===== src/rtl/core/sbfr_pkg.sv =====
package sbfr_pkg;

	localparam int FRAME_BYTES   = 25;
	localparam int CHANNEL_COUNT = 16;
	localparam int CHAN_BITS     = 11;
	localparam int DATA_BYTES    = CHANNEL_COUNT * CHAN_BITS / 8;
	localparam int DATA_BITS     = DATA_BYTES * 8;
	localparam int CNT_W         = 5;
	localparam int IDX_W         = 4;
	localparam int VALUE_W       = 12;
	localparam int TIME_W        = 32;
	localparam int MAG_W         = 21;
	localparam int MULB_W        = 11;
	localparam int PROD_W        = 32;
	localparam int RECIP_SHIFT   = 21;
	localparam int QUO_W         = 11;
	localparam int CFG_INDEX_W   = 2;
	localparam int CFG_DATA_W    = 16;

	localparam logic [7:0] HEADER_BYTE = 8'h0F;
	localparam logic [7:0] FOOTER_BYTE = 8'h00;

	localparam logic [CHAN_BITS-1:0] CHAN_OFFSET = 11'd173;
	localparam logic [MULB_W-1:0]    SCALE_MUL   = 11'd1020;
	localparam logic [MULB_W-1:0]    SCALE_DIV   = 11'd1638;
	// floor(2**RECIP_SHIFT / SCALE_DIV); the estimate is low by at most one.
	localparam logic [MULB_W-1:0]    RECIP_MUL   = 11'd1280;
	localparam logic [VALUE_W-1:0]   CHAN_CENTER = 12'd990;

	localparam logic [7:0]  GAP_RESET   = 8'd5;
	localparam logic [7:0]  STUCK_RESET = 8'd6;
	localparam logic [15:0] RXTO_RESET  = 16'd125;

	localparam logic CMD_BYTE     = 1'b0;
	localparam logic CMD_TICK     = 1'b1;
	localparam logic KIND_CHANNEL = 1'b0;
	localparam logic KIND_STATUS  = 1'b1;

	typedef enum logic [CFG_INDEX_W-1:0] {
		CFG_START_GAP       = 2'd0,
		CFG_STUCK_TIMEOUT   = 2'd1,
		CFG_RECEIVE_TIMEOUT = 2'd2
	} cfg_index_t;

	typedef enum logic [2:0] {
		ST_IDLE,
		ST_TICK,
		ST_STAT,
		ST_CH_START,
		ST_CH_WAIT,
		ST_CH_EMIT
	} rx_state_t;

	typedef enum logic [2:0] {
		SC_IDLE,
		SC_MAG,
		SC_EST,
		SC_QUO,
		SC_FIX
	} scale_state_t;

	typedef struct packed {
		logic                 start;
		logic [CHAN_BITS-1:0] raw;
	} scale_req_t;

	typedef struct packed {
		logic               done;
		logic [VALUE_W-1:0] value;
	} scale_rsp_t;

endpackage


===== src/rtl/core/sbfr_scale.sv =====
module sbfr_scale (
	input  logic                 clk,
	input  logic                 arst_n,
	input  sbfr_pkg::scale_req_t req,
	output sbfr_pkg::scale_rsp_t rsp
);
	import sbfr_pkg::*;

	scale_state_t         state_q, state_d;
	logic                 neg_q;
	logic [CHAN_BITS-1:0] diff_q;
	logic [MAG_W-1:0]     mag_q;
	logic [QUO_W-1:0]     quo_q;
	logic [PROD_W-1:0]    prod_q;
	logic [VALUE_W-1:0]   value_q;
	logic                 done_q;

	logic [MAG_W-1:0]     mul_a;
	logic [MULB_W-1:0]    mul_b;
	logic [PROD_W-1:0]    prod;
	logic [MAG_W-1:0]     rem;
	logic [QUO_W-1:0]     quo_fix;

	always_comb begin
		state_d = state_q;
		case (state_q)
			SC_IDLE: begin
				if (req.start) begin
					state_d = SC_MAG;
				end
			end
			SC_MAG:  state_d = SC_EST;
			SC_EST:  state_d = SC_QUO;
			SC_QUO:  state_d = SC_FIX;
			SC_FIX:  state_d = SC_IDLE;
			default: state_d = SC_IDLE;
		endcase
	end

	// One multiplier serves the scale, the reciprocal estimate and the check.
	always_comb begin
		mul_a = '0;
		mul_b = '0;
		case (state_q)
			SC_MAG: begin
				mul_a = MAG_W'(diff_q);
				mul_b = SCALE_MUL;
			end
			SC_EST: begin
				mul_a = prod_q[MAG_W-1:0];
				mul_b = RECIP_MUL;
			end
			SC_QUO: begin
				mul_a = MAG_W'(prod_q[RECIP_SHIFT +: QUO_W]);
				mul_b = SCALE_DIV;
			end
			default: begin
				mul_a = '0;
				mul_b = '0;
			end
		endcase
	end

	assign prod    = PROD_W'(mul_a) * PROD_W'(mul_b);
	assign rem     = mag_q - prod_q[MAG_W-1:0];
	assign quo_fix = quo_q + QUO_W'(rem >= MAG_W'(SCALE_DIV));

	always_ff @(posedge clk or negedge arst_n) begin
		if (!arst_n) begin
			state_q <= SC_IDLE;
			done_q  <= 1'b0;
		end else begin
			state_q <= state_d;
			done_q  <= (state_q == SC_FIX);
		end
	end

	always_ff @(posedge clk) begin
		prod_q <= prod;
		if (state_q == SC_IDLE && req.start) begin
			neg_q  <= (req.raw < CHAN_OFFSET);
			diff_q <= (req.raw < CHAN_OFFSET) ? (CHAN_OFFSET - req.raw)
			                                  : (req.raw - CHAN_OFFSET);
		end
		if (state_q == SC_EST) begin
			mag_q <= prod_q[MAG_W-1:0];
		end
		if (state_q == SC_QUO) begin
			quo_q <= prod_q[RECIP_SHIFT +: QUO_W];
		end
		if (state_q == SC_FIX) begin
			value_q <= neg_q ? (CHAN_CENTER - VALUE_W'(quo_fix))
			                 : (CHAN_CENTER + VALUE_W'(quo_fix));
		end
	end

	assign rsp.done  = done_q;
	assign rsp.value = value_q;

endmodule


===== src/rtl/core/sbus_frame_receiver.sv =====
// Byte transfers produce no result.
// A tick produces one status result.
// A good footer byte starts decoding the sixteen channels one at a time, each through
// the shared multiplier, which the scaler uses three times per channel.
// No input is taken while a tick or a frame decode is in progress.
// Asynchronous active-low reset clears time, frame state and configuration registers to defaults.
module sbus_frame_receiver (
	input  logic                             clk,
	input  logic                             arst_n,
	input  logic                             s_tvalid,
	output logic                             s_tready,
	input  logic [7:0]                       s_tdata,   // [7:0] data_byte
	input  logic                             s_tuser,   // [0] cmd
	output logic                             m_tvalid,
	input  logic                             m_tready,
	// [3:0] channel_index, [15:4] channel_value, [16] receiving, [23:17] zero
	output logic [23:0]                      m_tdata,
	output logic                             m_tuser,   // [0] kind
	output logic                             m_tlast,
	input  logic                             cfg_valid,
	output logic                             cfg_ready,
	input  logic [sbfr_pkg::CFG_INDEX_W-1:0] cfg_index,
	input  logic [sbfr_pkg::CFG_DATA_W-1:0]  cfg_data
);
	import sbfr_pkg::*;

	rx_state_t            state_q, state_d;
	logic                 in_frame_q;
	logic [CNT_W-1:0]     byte_cnt_q;
	logic [DATA_BITS-1:0] chan_sr_q;
	logic [TIME_W-1:0]    now_q;
	logic [TIME_W-1:0]    start_q;
	logic [TIME_W-1:0]    end_q;
	logic [7:0]           gap_q;
	logic [7:0]           stuck_q;
	logic [15:0]          rxto_q;
	logic [IDX_W-1:0]     ch_idx_q;

	logic                 m_valid_q;
	logic                 out_kind_q;
	logic [IDX_W-1:0]     out_idx_q;
	logic [VALUE_W-1:0]   out_value_q;
	logic                 out_recv_q;
	logic                 out_last_q;

	scale_req_t           scl_req;
	scale_rsp_t           scl_rsp;

	logic                 in_xfer;
	logic                 byte_xfer;
	logic                 tick_xfer;
	logic                 out_free;
	logic                 load_stat;
	logic                 load_chan;
	logic                 hdr_ok;
	logic                 data_byte_pos;
	logic                 frame_done;
	logic                 footer_ok;
	logic                 last_chan;

	sbfr_scale u_scale (
		.clk    (clk),
		.arst_n (arst_n),
		.req    (scl_req),
		.rsp    (scl_rsp)
	);

	always_comb begin
		s_tready      = (state_q == ST_IDLE);
		in_xfer       = s_tvalid && s_tready;
		byte_xfer     = in_xfer && (s_tuser == CMD_BYTE);
		tick_xfer     = in_xfer && (s_tuser == CMD_TICK);
		out_free      = !m_valid_q || m_tready;
		load_stat     = (state_q == ST_STAT) && out_free;
		load_chan     = (state_q == ST_CH_EMIT) && out_free;
		last_chan     = (ch_idx_q == IDX_W'(CHANNEL_COUNT - 1));
		hdr_ok        = (s_tdata == HEADER_BYTE) && ((now_q - end_q) > TIME_W'(gap_q));
		data_byte_pos = (byte_cnt_q >= CNT_W'(1)) && (byte_cnt_q <= CNT_W'(DATA_BYTES));
		frame_done    = in_frame_q && (byte_cnt_q == CNT_W'(FRAME_BYTES - 1));
		footer_ok     = frame_done && (s_tdata == FOOTER_BYTE);
		scl_req.start = (state_q == ST_CH_START);
		scl_req.raw   = chan_sr_q[CHAN_BITS-1:0];
	end

	always_comb begin
		state_d = state_q;
		case (state_q)
			ST_IDLE: begin
				if (tick_xfer) begin
					state_d = ST_TICK;
				end else if (byte_xfer && footer_ok) begin
					state_d = ST_CH_START;
				end
			end
			ST_TICK: state_d = ST_STAT;
			ST_STAT: begin
				if (out_free) begin
					state_d = ST_IDLE;
				end
			end
			ST_CH_START: state_d = ST_CH_WAIT;
			ST_CH_WAIT: begin
				if (scl_rsp.done) begin
					state_d = ST_CH_EMIT;
				end
			end
			ST_CH_EMIT: begin
				if (out_free) begin
					state_d = last_chan ? ST_IDLE : ST_CH_START;
				end
			end
			default: state_d = ST_IDLE;
		endcase
	end

	always_ff @(posedge clk or negedge arst_n) begin
		if (!arst_n) begin
			state_q    <= ST_IDLE;
			in_frame_q <= 1'b0;
			byte_cnt_q <= '0;
			now_q      <= '0;
			start_q    <= '0;
			end_q      <= '0;
			gap_q      <= GAP_RESET;
			stuck_q    <= STUCK_RESET;
			rxto_q     <= RXTO_RESET;
			ch_idx_q   <= '0;
			m_valid_q  <= 1'b0;
		end else begin
			state_q <= state_d;

			if (cfg_valid && cfg_ready) begin
				case (cfg_index)
					CFG_START_GAP:       gap_q   <= cfg_data[7:0];
					CFG_STUCK_TIMEOUT:   stuck_q <= cfg_data[7:0];
					CFG_RECEIVE_TIMEOUT: rxto_q  <= cfg_data;
					default:             ;
				endcase
			end

			if (tick_xfer) begin
				now_q <= now_q + TIME_W'(1);
			end
			if (state_q == ST_TICK && in_frame_q &&
			    ((now_q - start_q) > TIME_W'(stuck_q))) begin
				in_frame_q <= 1'b0;
			end

			if (byte_xfer) begin
				if (!in_frame_q) begin
					if (hdr_ok) begin
						in_frame_q <= 1'b1;
						byte_cnt_q <= CNT_W'(1);
						start_q    <= now_q;
					end
				end else if (frame_done) begin
					in_frame_q <= 1'b0;
					byte_cnt_q <= '0;
					if (footer_ok) begin
						end_q    <= now_q;
						ch_idx_q <= '0;
					end
				end else begin
					byte_cnt_q <= byte_cnt_q + CNT_W'(1);
				end
			end

			if (load_chan) begin
				ch_idx_q <= ch_idx_q + IDX_W'(1);
			end

			if (load_stat || load_chan) begin
				m_valid_q <= 1'b1;
			end else if (m_tready) begin
				m_valid_q <= 1'b0;
			end
		end
	end

	always_ff @(posedge clk) begin
		if (byte_xfer && in_frame_q && data_byte_pos) begin
			chan_sr_q <= {s_tdata, chan_sr_q[DATA_BITS-1:8]};
		end else if (load_chan) begin
			chan_sr_q <= {CHAN_BITS'(0), chan_sr_q[DATA_BITS-1:CHAN_BITS]};
		end

		if (load_stat) begin
			out_kind_q  <= KIND_STATUS;
			out_idx_q   <= '0;
			out_value_q <= '0;
			out_recv_q  <= ((now_q - end_q) <= TIME_W'(rxto_q));
			out_last_q  <= 1'b1;
		end else if (load_chan) begin
			out_kind_q  <= KIND_CHANNEL;
			out_idx_q   <= ch_idx_q;
			out_value_q <= scl_rsp.value;
			out_recv_q  <= 1'b1;
			out_last_q  <= last_chan;
		end
	end

	assign cfg_ready = 1'b1;
	assign m_tvalid  = m_valid_q;
	assign m_tdata   = {7'd0, out_recv_q, out_value_q, out_idx_q};
	assign m_tuser   = out_kind_q;
	assign m_tlast   = out_last_q;

	a_last_on_final_channel: assert property (@(posedge clk) disable iff (!arst_n)
		(m_tvalid && (m_tuser == KIND_CHANNEL)) |-> (m_tlast == (m_tdata[3:0] == 4'd15)))
		else $error("tlast does not match the final channel");

	a_channel_value_range: assert property (@(posedge clk) disable iff (!arst_n)
		(m_tvalid && (m_tuser == KIND_CHANNEL)) |->
		((m_tdata[15:4] >= 12'd883) && (m_tdata[15:4] <= 12'd2156)))
		else $error("scaled channel value out of range");

	a_status_fields_zero: assert property (@(posedge clk) disable iff (!arst_n)
		(m_tvalid && (m_tuser == KIND_STATUS)) |-> (m_tdata[15:0] == 16'd0) && m_tlast)
		else $error("status result carries channel data");

	a_scale_done_when_waiting: assert property (@(posedge clk) disable iff (!arst_n)
		scl_rsp.done |-> (state_q == ST_CH_WAIT))
		else $error("scaler finished outside a channel wait");

	a_byte_count_bound: assert property (@(posedge clk) disable iff (!arst_n)
		in_frame_q |-> (byte_cnt_q < CNT_W'(FRAME_BYTES)) && (byte_cnt_q != '0))
		else $error("frame byte count out of range");

endmodule


===== config.mk =====
export PLATFORM = sky130hd
export DESIGN_NAME = sbus_frame_receiver
export DESIGN_NICKNAME = d
export VERILOG_FILES = /design/src/rtl/core/sbfr_pkg.sv /design/src/rtl/core/sbfr_scale.sv /design/src/rtl/core/sbus_frame_receiver.sv
export SDC_FILE = /design/constraint.sdc
export NUM_CORES = 1
export LEC_CHECK = 0
export BUFFER_PORTS_ARGS = -buffer_cell sky130_fd_sc_hd__buf_2
export CORE_ASPECT_RATIO = 0.75
export CORE_MARGIN = 5
export CORE_UTILIZATION = 65
export DETAILED_ROUTE_END_ITERATION = 6
export PLACE_DENSITY_LB_ADDON = 0.08
export SYNTH_ARGS = -nofsm -noshare
export SYNTH_HDL_FRONTEND = slang
export SYNTH_SLANG_ARGS = --single-unit

===== constraint.sdc =====
create_clock -name clk -period 22.2 [get_ports clk]
set_input_delay 4.44 -clock clk [delete_from_list [all_inputs] [get_ports clk]]
set_output_delay 4.44 -clock clk [all_outputs]
set_load 0.01 [all_outputs]

### Word-level counts from Yosys, hierarchy flattened

Index checks and enable logic that the tools add are counted.
Widths: inputs -> output; s select.

| word-level totals | value |
|---|---|
| register bits | 429 |
| latch bits | 0 |
| memory bits (writable) | 0 |
| memory bits (read-only) | 0 |
| input bits | 32 |
| output and inout port bits | 29 |
| logic and storage cells | 135 |
| memories | 0 |

| operators by class | value |
|---|---|
| $add $sub $neg | 11 |
| $mul | 1 |
| divide/modulo/power cells | 0 |
| $lt $le $gt $ge | 7 |
| eq/ne operators | 19 |
| shifts and indexed selects | 0 |
| muxes and demuxes | 32 |
| bitwise operators | 2 |
| reduce and logical (&&, ||, !) cells | 38 |

Operator list:

| kind | number |
|---|---|
| $mux 176 | 2 |
| $gt 32x8->1 | 2 |
| $sub 32x32->32 | 2 |
| $pmux 21 s3 | 1 |
| $pmux 11 s3 | 1 |
| $add 32x1->32 const B | 1 |
| $le 32x16->1 | 1 |
| $mul 21x11->32 | 1 |
| $ge 21x11->1 const B | 1 |
| $sub 21x21->21 | 1 |
| $mux 4 | 5 |
| $mux 3 | 6 |
| $pmux 3 s6 | 1 |
| $reduce_bool 2->1 | 8 |
| $logic_and 1x1->1 | 15 |
| $mux 5 | 3 |
| $add 10x11->12 const A | 1 |
| $eq 3x2->1 const B | 4 |
| $mux 12 | 1 |
| $pmux 3 s4 | 1 |
| $reduce_and 4->1 | 3 |
| $sub 10x11->12 const A | 1 |
| $add 11x1->11 | 1 |
| $lt 11x8->1 const B | 1 |
| 27 further kinds | 46 |

### Logic depth before layout (Yosys ltp)

Gate-level depths: netlist of run 1.

| logic depth | value |
|---|---|
| word-level depth | 8 |
| mapped depth | 28 |
| mapped depth without buffers | 27 |

### Hierarchy

A second synthesis of run 1 with hierarchy kept.

| second synthesis, totals | value |
|---|---|
| cell total of the unflattened synthesis | 2814 |
| area, all modules | 29569.6 um^2 |

Modules (own cells, without submodules):

| module | times used | cells an instance | area an instance (um^2) |
|---|---|---|---|
| sbus_frame_receiver | 1 | 1711 | 18869.3 |
| sbfr_scale | 1 | 1103 | 10700.3 |

### Worst setup path before layout of run 1

No wires, ideal clock.

| path | value |
|---|---|
| path type | input -> register |
| start | in s_tuser |
| end | reg chan_sr_q[0] (enable) |
| library setup time | 0.567 ns |
| arrival | 10.128 ns |
| path slack | 11.505 ns |
| stages on the path | 7 |
| buffers on the path | 2 |
| cell sequence | nand2b_1 > nor2_1 > nand2_1 > a221oi_1 > buf_2 > buf_1 > nand2b_1 |

| between the ends | value |
|---|---|
| cells in the longest elaborated chain, start to end | 5 |

Ends and longest elaborated chain:

| item | line | text |
|---|---|---|
| start, declared | sbus_frame_receiver.sv:13 | `input logic s_tuser,` |
| $not 1->1 | sbus_frame_receiver.sv:71 | `byte_xfer = in_xfer && (s_tuser == CMD_BYTE);` |
| $logic_and 1x1->1 | sbus_frame_receiver.sv:71 |  |
| $logic_and 1x1->1 (2 in series) | sbus_frame_receiver.sv:181 | `if (byte_xfer && in_frame_q && data_byte_pos) begin` |
| $reduce_bool 2->1 (no source line) | -- |  |
| end signal, assigned | sbus_frame_receiver.sv:182 | `chan_sr_q <= {s_tdata, chan_sr_q[DATA_BITS-1:8]};` |
| end signal, assigned | sbus_frame_receiver.sv:184 | `chan_sr_q <= {CHAN_BITS'(0), chan_sr_q[DATA_BITS-1:CHAN_BITS]};` |
| end, declared | sbus_frame_receiver.sv:30 | `logic [DATA_BITS-1:0] chan_sr_q;` |

Every way passes these cells.
A chain may end at the register's enable or synchronous reset.

### Final worst setup path of run 1

| path | value |
|---|---|
| start | in s_tuser |
| end | reg chan_sr_q[47] (enable) |

The elaborated chain is that of the path after synthesis.

==> results.sh, run 1 <==
export IMPL_global_route_wire_length_before_repair_um=101000
export IMPL_synth_top_flop_cell="edfxtp_1"
export IMPL_antenna_found_initial=0
export IMPL_floorplan_rows=67
export IMPL_cp_start_kind="input pin"
export IMPL_synth_largest_area_cell="edfxtp_1"
export IMPL_globalRoute_busiestLayer="met1"
export IMPL_slew_limit_headroom_pct=19.0
export IMPL_worst_path_max_fanout=177
export IMPL_design_die_area_mm2=0.0496
export IMPL_aggregate_negative_setup_slack_ns=0
export IMPL_layout_drive_gt1_share_pct=15.2
export IMPL_dr_pass1_iters=6
export IMPL_power_density_mw_per_mm2=65.7
export IMPL_worstSetupPathDepth=8
export IMPL_critical_path_buf_inv_count=3
export IMPL_clk_pin_slew_worst_paths_ns=0.06
export IMPL_worstPathArrival_ns=7.69
export IMPL_p_sw_share_pct=29.4
export IMPL_switchingPower_uw=615
export IMPL_min_path_type="register to register"
export IMPL_synthCells=2776
export IMPL_multi_input_logic_area_mm2=0.0163
export IMPL_clock_network_fraction_of_total_power_pct=34.6
export IMPL_pin_count=61
export IMPL_viasPerCell=5.70
export IMPL_insertion_delay_ns=0.58
export IMPL_synth_common_cells="366 x inv_1, 258 x nand2_1, 232 x edfxtp_1, 213 x ha_1, 194 x mux2_2"
export IMPL_clock_root_buffer="clkbuf_16"
export IMPL_dpl_worst_slack_ns=14.13
export IMPL_ff2ff_path_depth=24
export IMPL_groute_layer_met1_usage_pct=37.6
export IMPL_gp_routability_congestion=0.928
export IMPL_synth_enable_flop_cells=232
export IMPL_synthArstFlopShare_pct=34.2
export IMPL_report_final_slew_viol_count=0
export IMPL_synth_top_cell_area_share_pct=23.7
export IMPL_yosysMostFrequentCell="inv_1"
export IMPL_drt_iter0_markers=1624
export IMPL_timing_final_ws_setup_ns=14.74
export IMPL_sequentialPowerShare_pct=42.7
export IMPL_p_leak_uw=0.0136
export IMPL_yosys_warnings=0
export IMPL_register_area_mm2=0.0116
export IMPL_path_class="input pin to register"
export IMPL_cpLargestDelayFamily="buffers and inverters"
export IMPL_hold_viol=0
export IMPL_clock_tree_htree_level_count=2
export IMPL_drt_wirelength_per_cell_um=17.1
export IMPL_global_route_usage_total_pct=24.3
export IMPL_fin_worst_skew_ns=0.0655
export IMPL_path_cells="buf_2 -> nand2b_1 -> nor2_1 -> nand2_1 -> a221oi_4 -> buf_12 -> nand2b_4 -> buf_4"
export IMPL_ff2ff_setup_slack_ns=14.86
export IMPL_synth_sequential_area_ratio_pct=39.6
export IMPL_critical_path_endpoint_type="register"
export IMPL_initial_util_pct=65.7
export IMPL_antenna_cells_inserted=0
export IMPL_cts_tree="yes"
export IMPL_clock_sinks=427
export IMPL_nFillCells=3236
export IMPL_yosys_cell_types_count=101
export IMPL_power_report_internal_total_uw=1480
export IMPL_groute_layer_met2_usage_pct=36.4
export IMPL_cap_viol_max_count=0
export IMPL_synth_cell_area_mm2=0.0294
export IMPL_grt_met3_usage_pct=4.62
export IMPL_route_antenna_remaining_nets=0
export IMPL_final_period_minus_worst_setup_slack_ns=7.46
export IMPL_grt_ovfl_total=0
export IMPL_cts_hold_buffers_added=0
export IMPL_cts_post_setup_buffers_inserted=0
export IMPL_critical_path_slowest_cell="buf_4"
export IMPL_die_y_um=194
export IMPL_synthesis_area_per_instance_um2=10.6
export IMPL_combinationalPowerShare_pct=22.7
export IMPL_ys_ff_latch=427
export IMPL_numCtsBuffers=42
export IMPL_grt_max_degree=178
export IMPL_routed_via_count=20000
export IMPL_timing_critical_path_required_ns=22.42
export IMPL_overall_power_of_the_completed_layout_uw=2090
export IMPL_finalSetupViolations=0
export IMPL_vdd_drop_max_v=0.0000648
export IMPL_fmax_mhz=134
export IMPL_net_total_in_the_final_layout=3283
export IMPL_core_region_area_mm2=0.0447
export IMPL_drc_errors=0
export IMPL_grt_setup_unrepaired="false"
export IMPL_status="completed"
export IMPL_areaGrowthSynthToFinish_pct=8.40
export IMPL_place_port_buffers=52
export IMPL_number_of_global_route_vias_before_repair=19900
export IMPL_yosys_top_cells_area="edfxtp_1 24%, dfrtp_1 12%, fa_1 10%, ha_1 9.1%, mux2_2 7.4%"
export IMPL_cts_resized_gates=0
export IMPL_tightest_slew_ns=1.21
export IMPL_dieWidth_um=255
export IMPL_detailed_place_hpwl_um=46100
export IMPL_max_clock_path_buffers=3
export IMPL_finalWirelength_um=60100
export IMPL_worst_hold_path_num_cells=0
export IMPL_largest_stage_delay_worst_path_ns=0.74
export IMPL_layout_worst_path_cycle_share_pct=33.6
worst paths after layout:
check,from,to
max in group asynchronous,arst_n,rxto_q[1]
hold / removal,u_scale.prod_q[24],u_scale.quo_q[3]
setup / recovery,s_tuser,chan_sr_q[47]
setup reg to reg,u_scale.state_q[1],u_scale.prod_q[31]
hold reg to reg,u_scale.prod_q[24],u_scale.quo_q[3]
min in group asynchronous,arst_n,end_q[30]
cells in the final DEF (no fill, tap or decap), types with 50 or more instances in the layout:
master and count:
mux2_2 194, nand2_1 258, xnor2_1 92, buf_2 51, o21ai_0 113, fa_1 151, nor2_1 120, ha_1 213
inv_1 366, a21oi_1 131, edfxtp_1 232, dfrtp_1 136, nand3_1 50, conb_1 88
registers in the layout (all words and copies together), names as in the netlist, 4 cells and up:
signal	count
now_q	32
u_scale.diff_q	11
u_scale.value_q	12
start_q	32
chan_sr_q	176
gap_q	8
out_idx_q	4
u_scale.mag_q	20
stuck_q	8
u_scale.prod_q	31
out_value_q	12
end_q	32
rxto_q	16
byte_cnt_q	5
u_scale.quo_q	11
ch_idx_q	4
per-layer routing:
metal	wire length, µm	vias up
met5	0	-
met4	1040	0
met3	3790	76
met2	25700	484
met1	29600	9689
li1	-	9739
cell type report:
class                           count  area share [%]
Clock inverter                     25           0.763
Tap cell                          586            2.30
Clock buffer                       52            3.68
Inverter                          367            4.33
Timing Repair Buffer               65            1.18
Multi-Input combinational cell   1984            51.2
Sequential cell                   427            36.5
per-stage QoR:
step | std cells | instance area, µm² | utilization [%] | hold slack [ns]
2_1_floorplan | 2862 | 29700 | - | 0.408
3_3_place_gp | 3429 | 30400 | 68.0 | 0.412
3_5_place_dp | 3429 | 30400 | 68.0 | 0.422
4_1_cts | 3506 | 31800 | 71.2 | 0.395
5_1_grt | 3506 | 31800 | 71.2 | 0.411
6_report | 3506 | 31800 | 71.2 | 0.406
kinds of logic after synthesis:
| group | count (synthesis) | share of synthesized area, % |
|---|---|---|
| flip-flops | 427 | 39.6 |
| multiplexers | 210 | 8.03 |
| XOR/XNOR | 133 | 3.97 |
| AND/OR/NAND/NOR | 690 | 11.6 |
| buffers and inverters | 451 | 6.24 |
| AO/OA/AOI/OAI | 499 | 11.2 |
| other | 2 | 0.0256 |
| adder cells (fa/ha/maj) | 364 | 19.4 |
power groups by stage:
stage                     logic, µW  clock network [µW]  registers (µW)
after CTS                       470                 737             892
after global placement          450                   0             908
after floorplan                 355                   0             895
after global routing            537                 773             895
after detailed placement        466                   0             908
final                           475                 724             892
Power figures use the tool's default switching activity.
==> inputs of run 2 (changes only) <==
--- a/config.mk
+++ b/config.mk
@@ -8,7 +8,7 @@
 export BUFFER_PORTS_ARGS = -buffer_cell sky130_fd_sc_hd__buf_2
 export CORE_ASPECT_RATIO = 0.75
 export CORE_MARGIN = 5
-export CORE_UTILIZATION = 65
+export CORE_UTILIZATION = 58
 export DETAILED_ROUTE_END_ITERATION = 6
 export PLACE_DENSITY_LB_ADDON = 0.08
 export SYNTH_ARGS = -nofsm -noshare
==> constraint.sdc (replaced) <==
create_clock -name clk -period 6.1 [get_ports clk]
set_input_delay 1.22 -clock clk [delete_from_list [all_inputs] [get_ports clk]]
set_output_delay 1.22 -clock clk [all_outputs]
set_load 0.01 [all_outputs]
==> run 2 against run 1 <==
  * The run now ends with setup timing left
  * Wire length increased by 6.5%
  * Cell count rose by 5.2%
  * Clock power grew to 3.9 times the previous value
  * Setup slack worse by 15 ns
  * Flip-flop and latch count stayed put
  * Total power grew to 4.0 times the previous value
==> results.sh, run 2 (same netlist as run 1, synthesis figures left out) <==
export IMPL_max_clock_path_buffers=3
export IMPL_worstPathArrival_ns=6.71
export IMPL_combinationalPowerShare_pct=26.9
export IMPL_fin_worst_skew_ns=0.0521
export IMPL_min_path_type="register to register"
export IMPL_drt_wirelength_per_cell_um=17.4
export IMPL_pin_count=61
export IMPL_dr_pass1_iters=7
export IMPL_layout_cells_most_common_list="338 x inv_1, 239 x nand2_1, 232 x edfxtp_1, 199 x ha_1, 194 x mux2_2"
export IMPL_clock_sinks=427
export IMPL_grt_max_degree=177
export IMPL_drt_iter0_markers=1626
export IMPL_grt_setup_unrepaired="true"
export IMPL_clk_pin_slew_worst_paths_ns=0.07
export IMPL_hold_viol=0
export IMPL_place_port_buffers=52
export IMPL_gp_routability_congestion=0.900
export IMPL_final_common_cell="inv_1"
export IMPL_layout_worst_path_cycle_share_pct=103
export IMPL_cts_tree="yes"
export IMPL_finalSetupViolations=3
export IMPL_antenna_cells_inserted=0
export IMPL_route_antenna_remaining_nets=0
export IMPL_timing_final_ws_setup_ns=-0.173
export IMPL_report_final_slew_viol_count=0
export IMPL_fmax_mhz=159
export IMPL_reg2reg_to="u_scale.prod_q[31]"
export IMPL_global_route_wire_length_before_repair_um=107000
export IMPL_detailed_place_hpwl_um=48700
export IMPL_initial_util_pct=58.6
export IMPL_ff2ff_setup_slack_ns=-0.17
export IMPL_cap_viol_max_count=0
export IMPL_sequentialPowerShare_pct=39.3
export IMPL_numCtsBuffers=44
export IMPL_antenna_found_initial=2
export IMPL_clock_tree_htree_level_count=2
export IMPL_routed_via_count=20500
export IMPL_areaGrowthSynthToFinish_pct=14.3
export IMPL_clock_root_buffer="clkbuf_16"
export IMPL_aggregate_negative_setup_slack_ns=-0.378
export IMPL_tightest_slew_ns=1.23
export IMPL_path_class="register to register"
export IMPL_floorplan_rows=71
export IMPL_finalWirelength_um=64000
export IMPL_number_of_global_route_vias_before_repair=20400
export IMPL_power_report_internal_total_uw=5880
export IMPL_clock_network_fraction_of_total_power_pct=33.8
export IMPL_layout_drive_gt1_share_pct=22.0
export IMPL_global_route_usage_total_pct=23.4
export IMPL_final_period_minus_worst_setup_slack_ns=6.27
export IMPL_drc_errors=0
export IMPL_worstReg2RegStart="u_scale.state_q[0]"
export IMPL_nFillCells=3830
export IMPL_p_leak_uw=0.0142
export IMPL_core_region_area_mm2=0.0501
export IMPL_dieWidth_um=270
export IMPL_timing_critical_path_required_ns=6.53
export IMPL_worst_hold_path_num_cells=0
export IMPL_viasPerCell=5.56
export IMPL_dpl_instance_area_mm2=0.0313
export IMPL_p_sw_share_pct=29.5
export IMPL_die_y_um=205
export IMPL_hold_start="u_scale.prod_q[11]"
export IMPL_registers_top_by_ff_count="chan_sr_q"
export IMPL_register_area_mm2=0.0116
export IMPL_hold_path_endpoint="u_scale.mag_q[11]"
export IMPL_grt_ovfl_total=0
export IMPL_vdd_drop_max_v=0.000264
export IMPL_cp_start_kind="register"
export IMPL_multi_input_logic_area_mm2=0.0169
export IMPL_switchingPower_uw=2460
export IMPL_design_die_area_mm2=0.0553
export IMPL_net_total_in_the_final_layout=3393
export IMPL_hold_slack_ns=0.432
export IMPL_slew_limit_headroom_pct=17.7
export IMPL_worst_path_max_fanout=7
export IMPL_layout_cell_area_non_filler_mm2=0.0336
export IMPL_power_density_mw_per_mm2=249
export IMPL_ff2ff_path_depth=25
export IMPL_insertion_delay_ns=0.59
export IMPL_overall_power_of_the_completed_layout_uw=8350
export IMPL_status="complete, but fails checks"
export IMPL_largest_register_ff_count=176
export IMPL_violations="setup timing"
export IMPL_critical_path_endpoint_type="register"
## run 2: worst max-delay path by stage
stage                             from            endpoint  cells past startpoint
floorplan           u_scale.state_q[0]  u_scale.prod_q[30]                     28
global placement    u_scale.state_q[0]  u_scale.prod_q[30]                     26
detailed placement  u_scale.state_q[2]  u_scale.prod_q[30]                     24
CTS                 u_scale.state_q[1]  u_scale.prod_q[30]                     26
global route        u_scale.state_q[0]  u_scale.prod_q[31]                     27
finish              u_scale.state_q[0]  u_scale.prod_q[31]                     25
## run 2: layout make-up
type	count	share of cell area [%]
Tap cell	657	2.45
Multi-Input combinational cell	1984	50.3
Clock inverter	24	0.861
Clock buffer	57	3.71
Inverter	367	4.13
Timing Repair Buffer	173	3.89
Sequential cell	427	34.6
## run 2: critical path, stage by stage, from the launching register on
cell and delay (ns):
dfrtp_1 0.42, nor3b_4 0.18, buf_12 0.13, buf_8 0.13, buf_6 0.13, nand2_8 0.09
nand2_8 0.07, fa_1 0.50, inv_2 0.04, fa_1 0.60, inv_2 0.06, fa_2 0.56
fa_1 0.44, fa_2 0.58, ha_4 0.22, a21o_1 0.17, a21oi_2 0.17, nor3_2 0.07
a31oi_1 0.21, nand2_2 0.13, o41ai_4 0.26, o21ai_2 0.11, or4_4 0.45, a31oi_4 0.21
o21ai_2 0.09, xnor2_1 0.12
## run 2: stage by stage
| step | util (%) | cells | setup WS, ns |
|---|---|---|---|
| after floorplan | - | 2862 | -0.0938 |
| after global placement | 62.5 | 3584 | -0.117 |
| after detailed placement | 62.5 | 3584 | -0.258 |
| after CTS | 66.5 | 3682 | -0.185 |
| after global routing | 67.0 | 3689 | -0.378 |
| final | 67.0 | 3689 | -0.173 |
## run 2: routing by layer
layer	track usage, %	wire length, µm	vias up
li1	-	-	9973
met1	37.2	32400	9983
met2	34.0	26700	466
met3	4.02	3770	81
met4	4.76	1110	2
met5	0	7	-
## run 2: power by group through the flow
stage	sequential, µW	combinational (µW)	clock [µW]
after floorplan	3260	1420	0
after global placement	3340	1860	0
after detailed placement	3330	1930	0
after CTS	3280	2040	2890
after global routing	3280	2500	3010
final	3280	2240	2820
## run 2: what timing repair did
action,CTS,global route
pin swaps,61,22
endpoints found under the hold margin,0,0
setup buffers,17,7
cloned,1,0
endpoints found under the setup margin,6,11
resized for setup,88,46
hold buffers,0,0
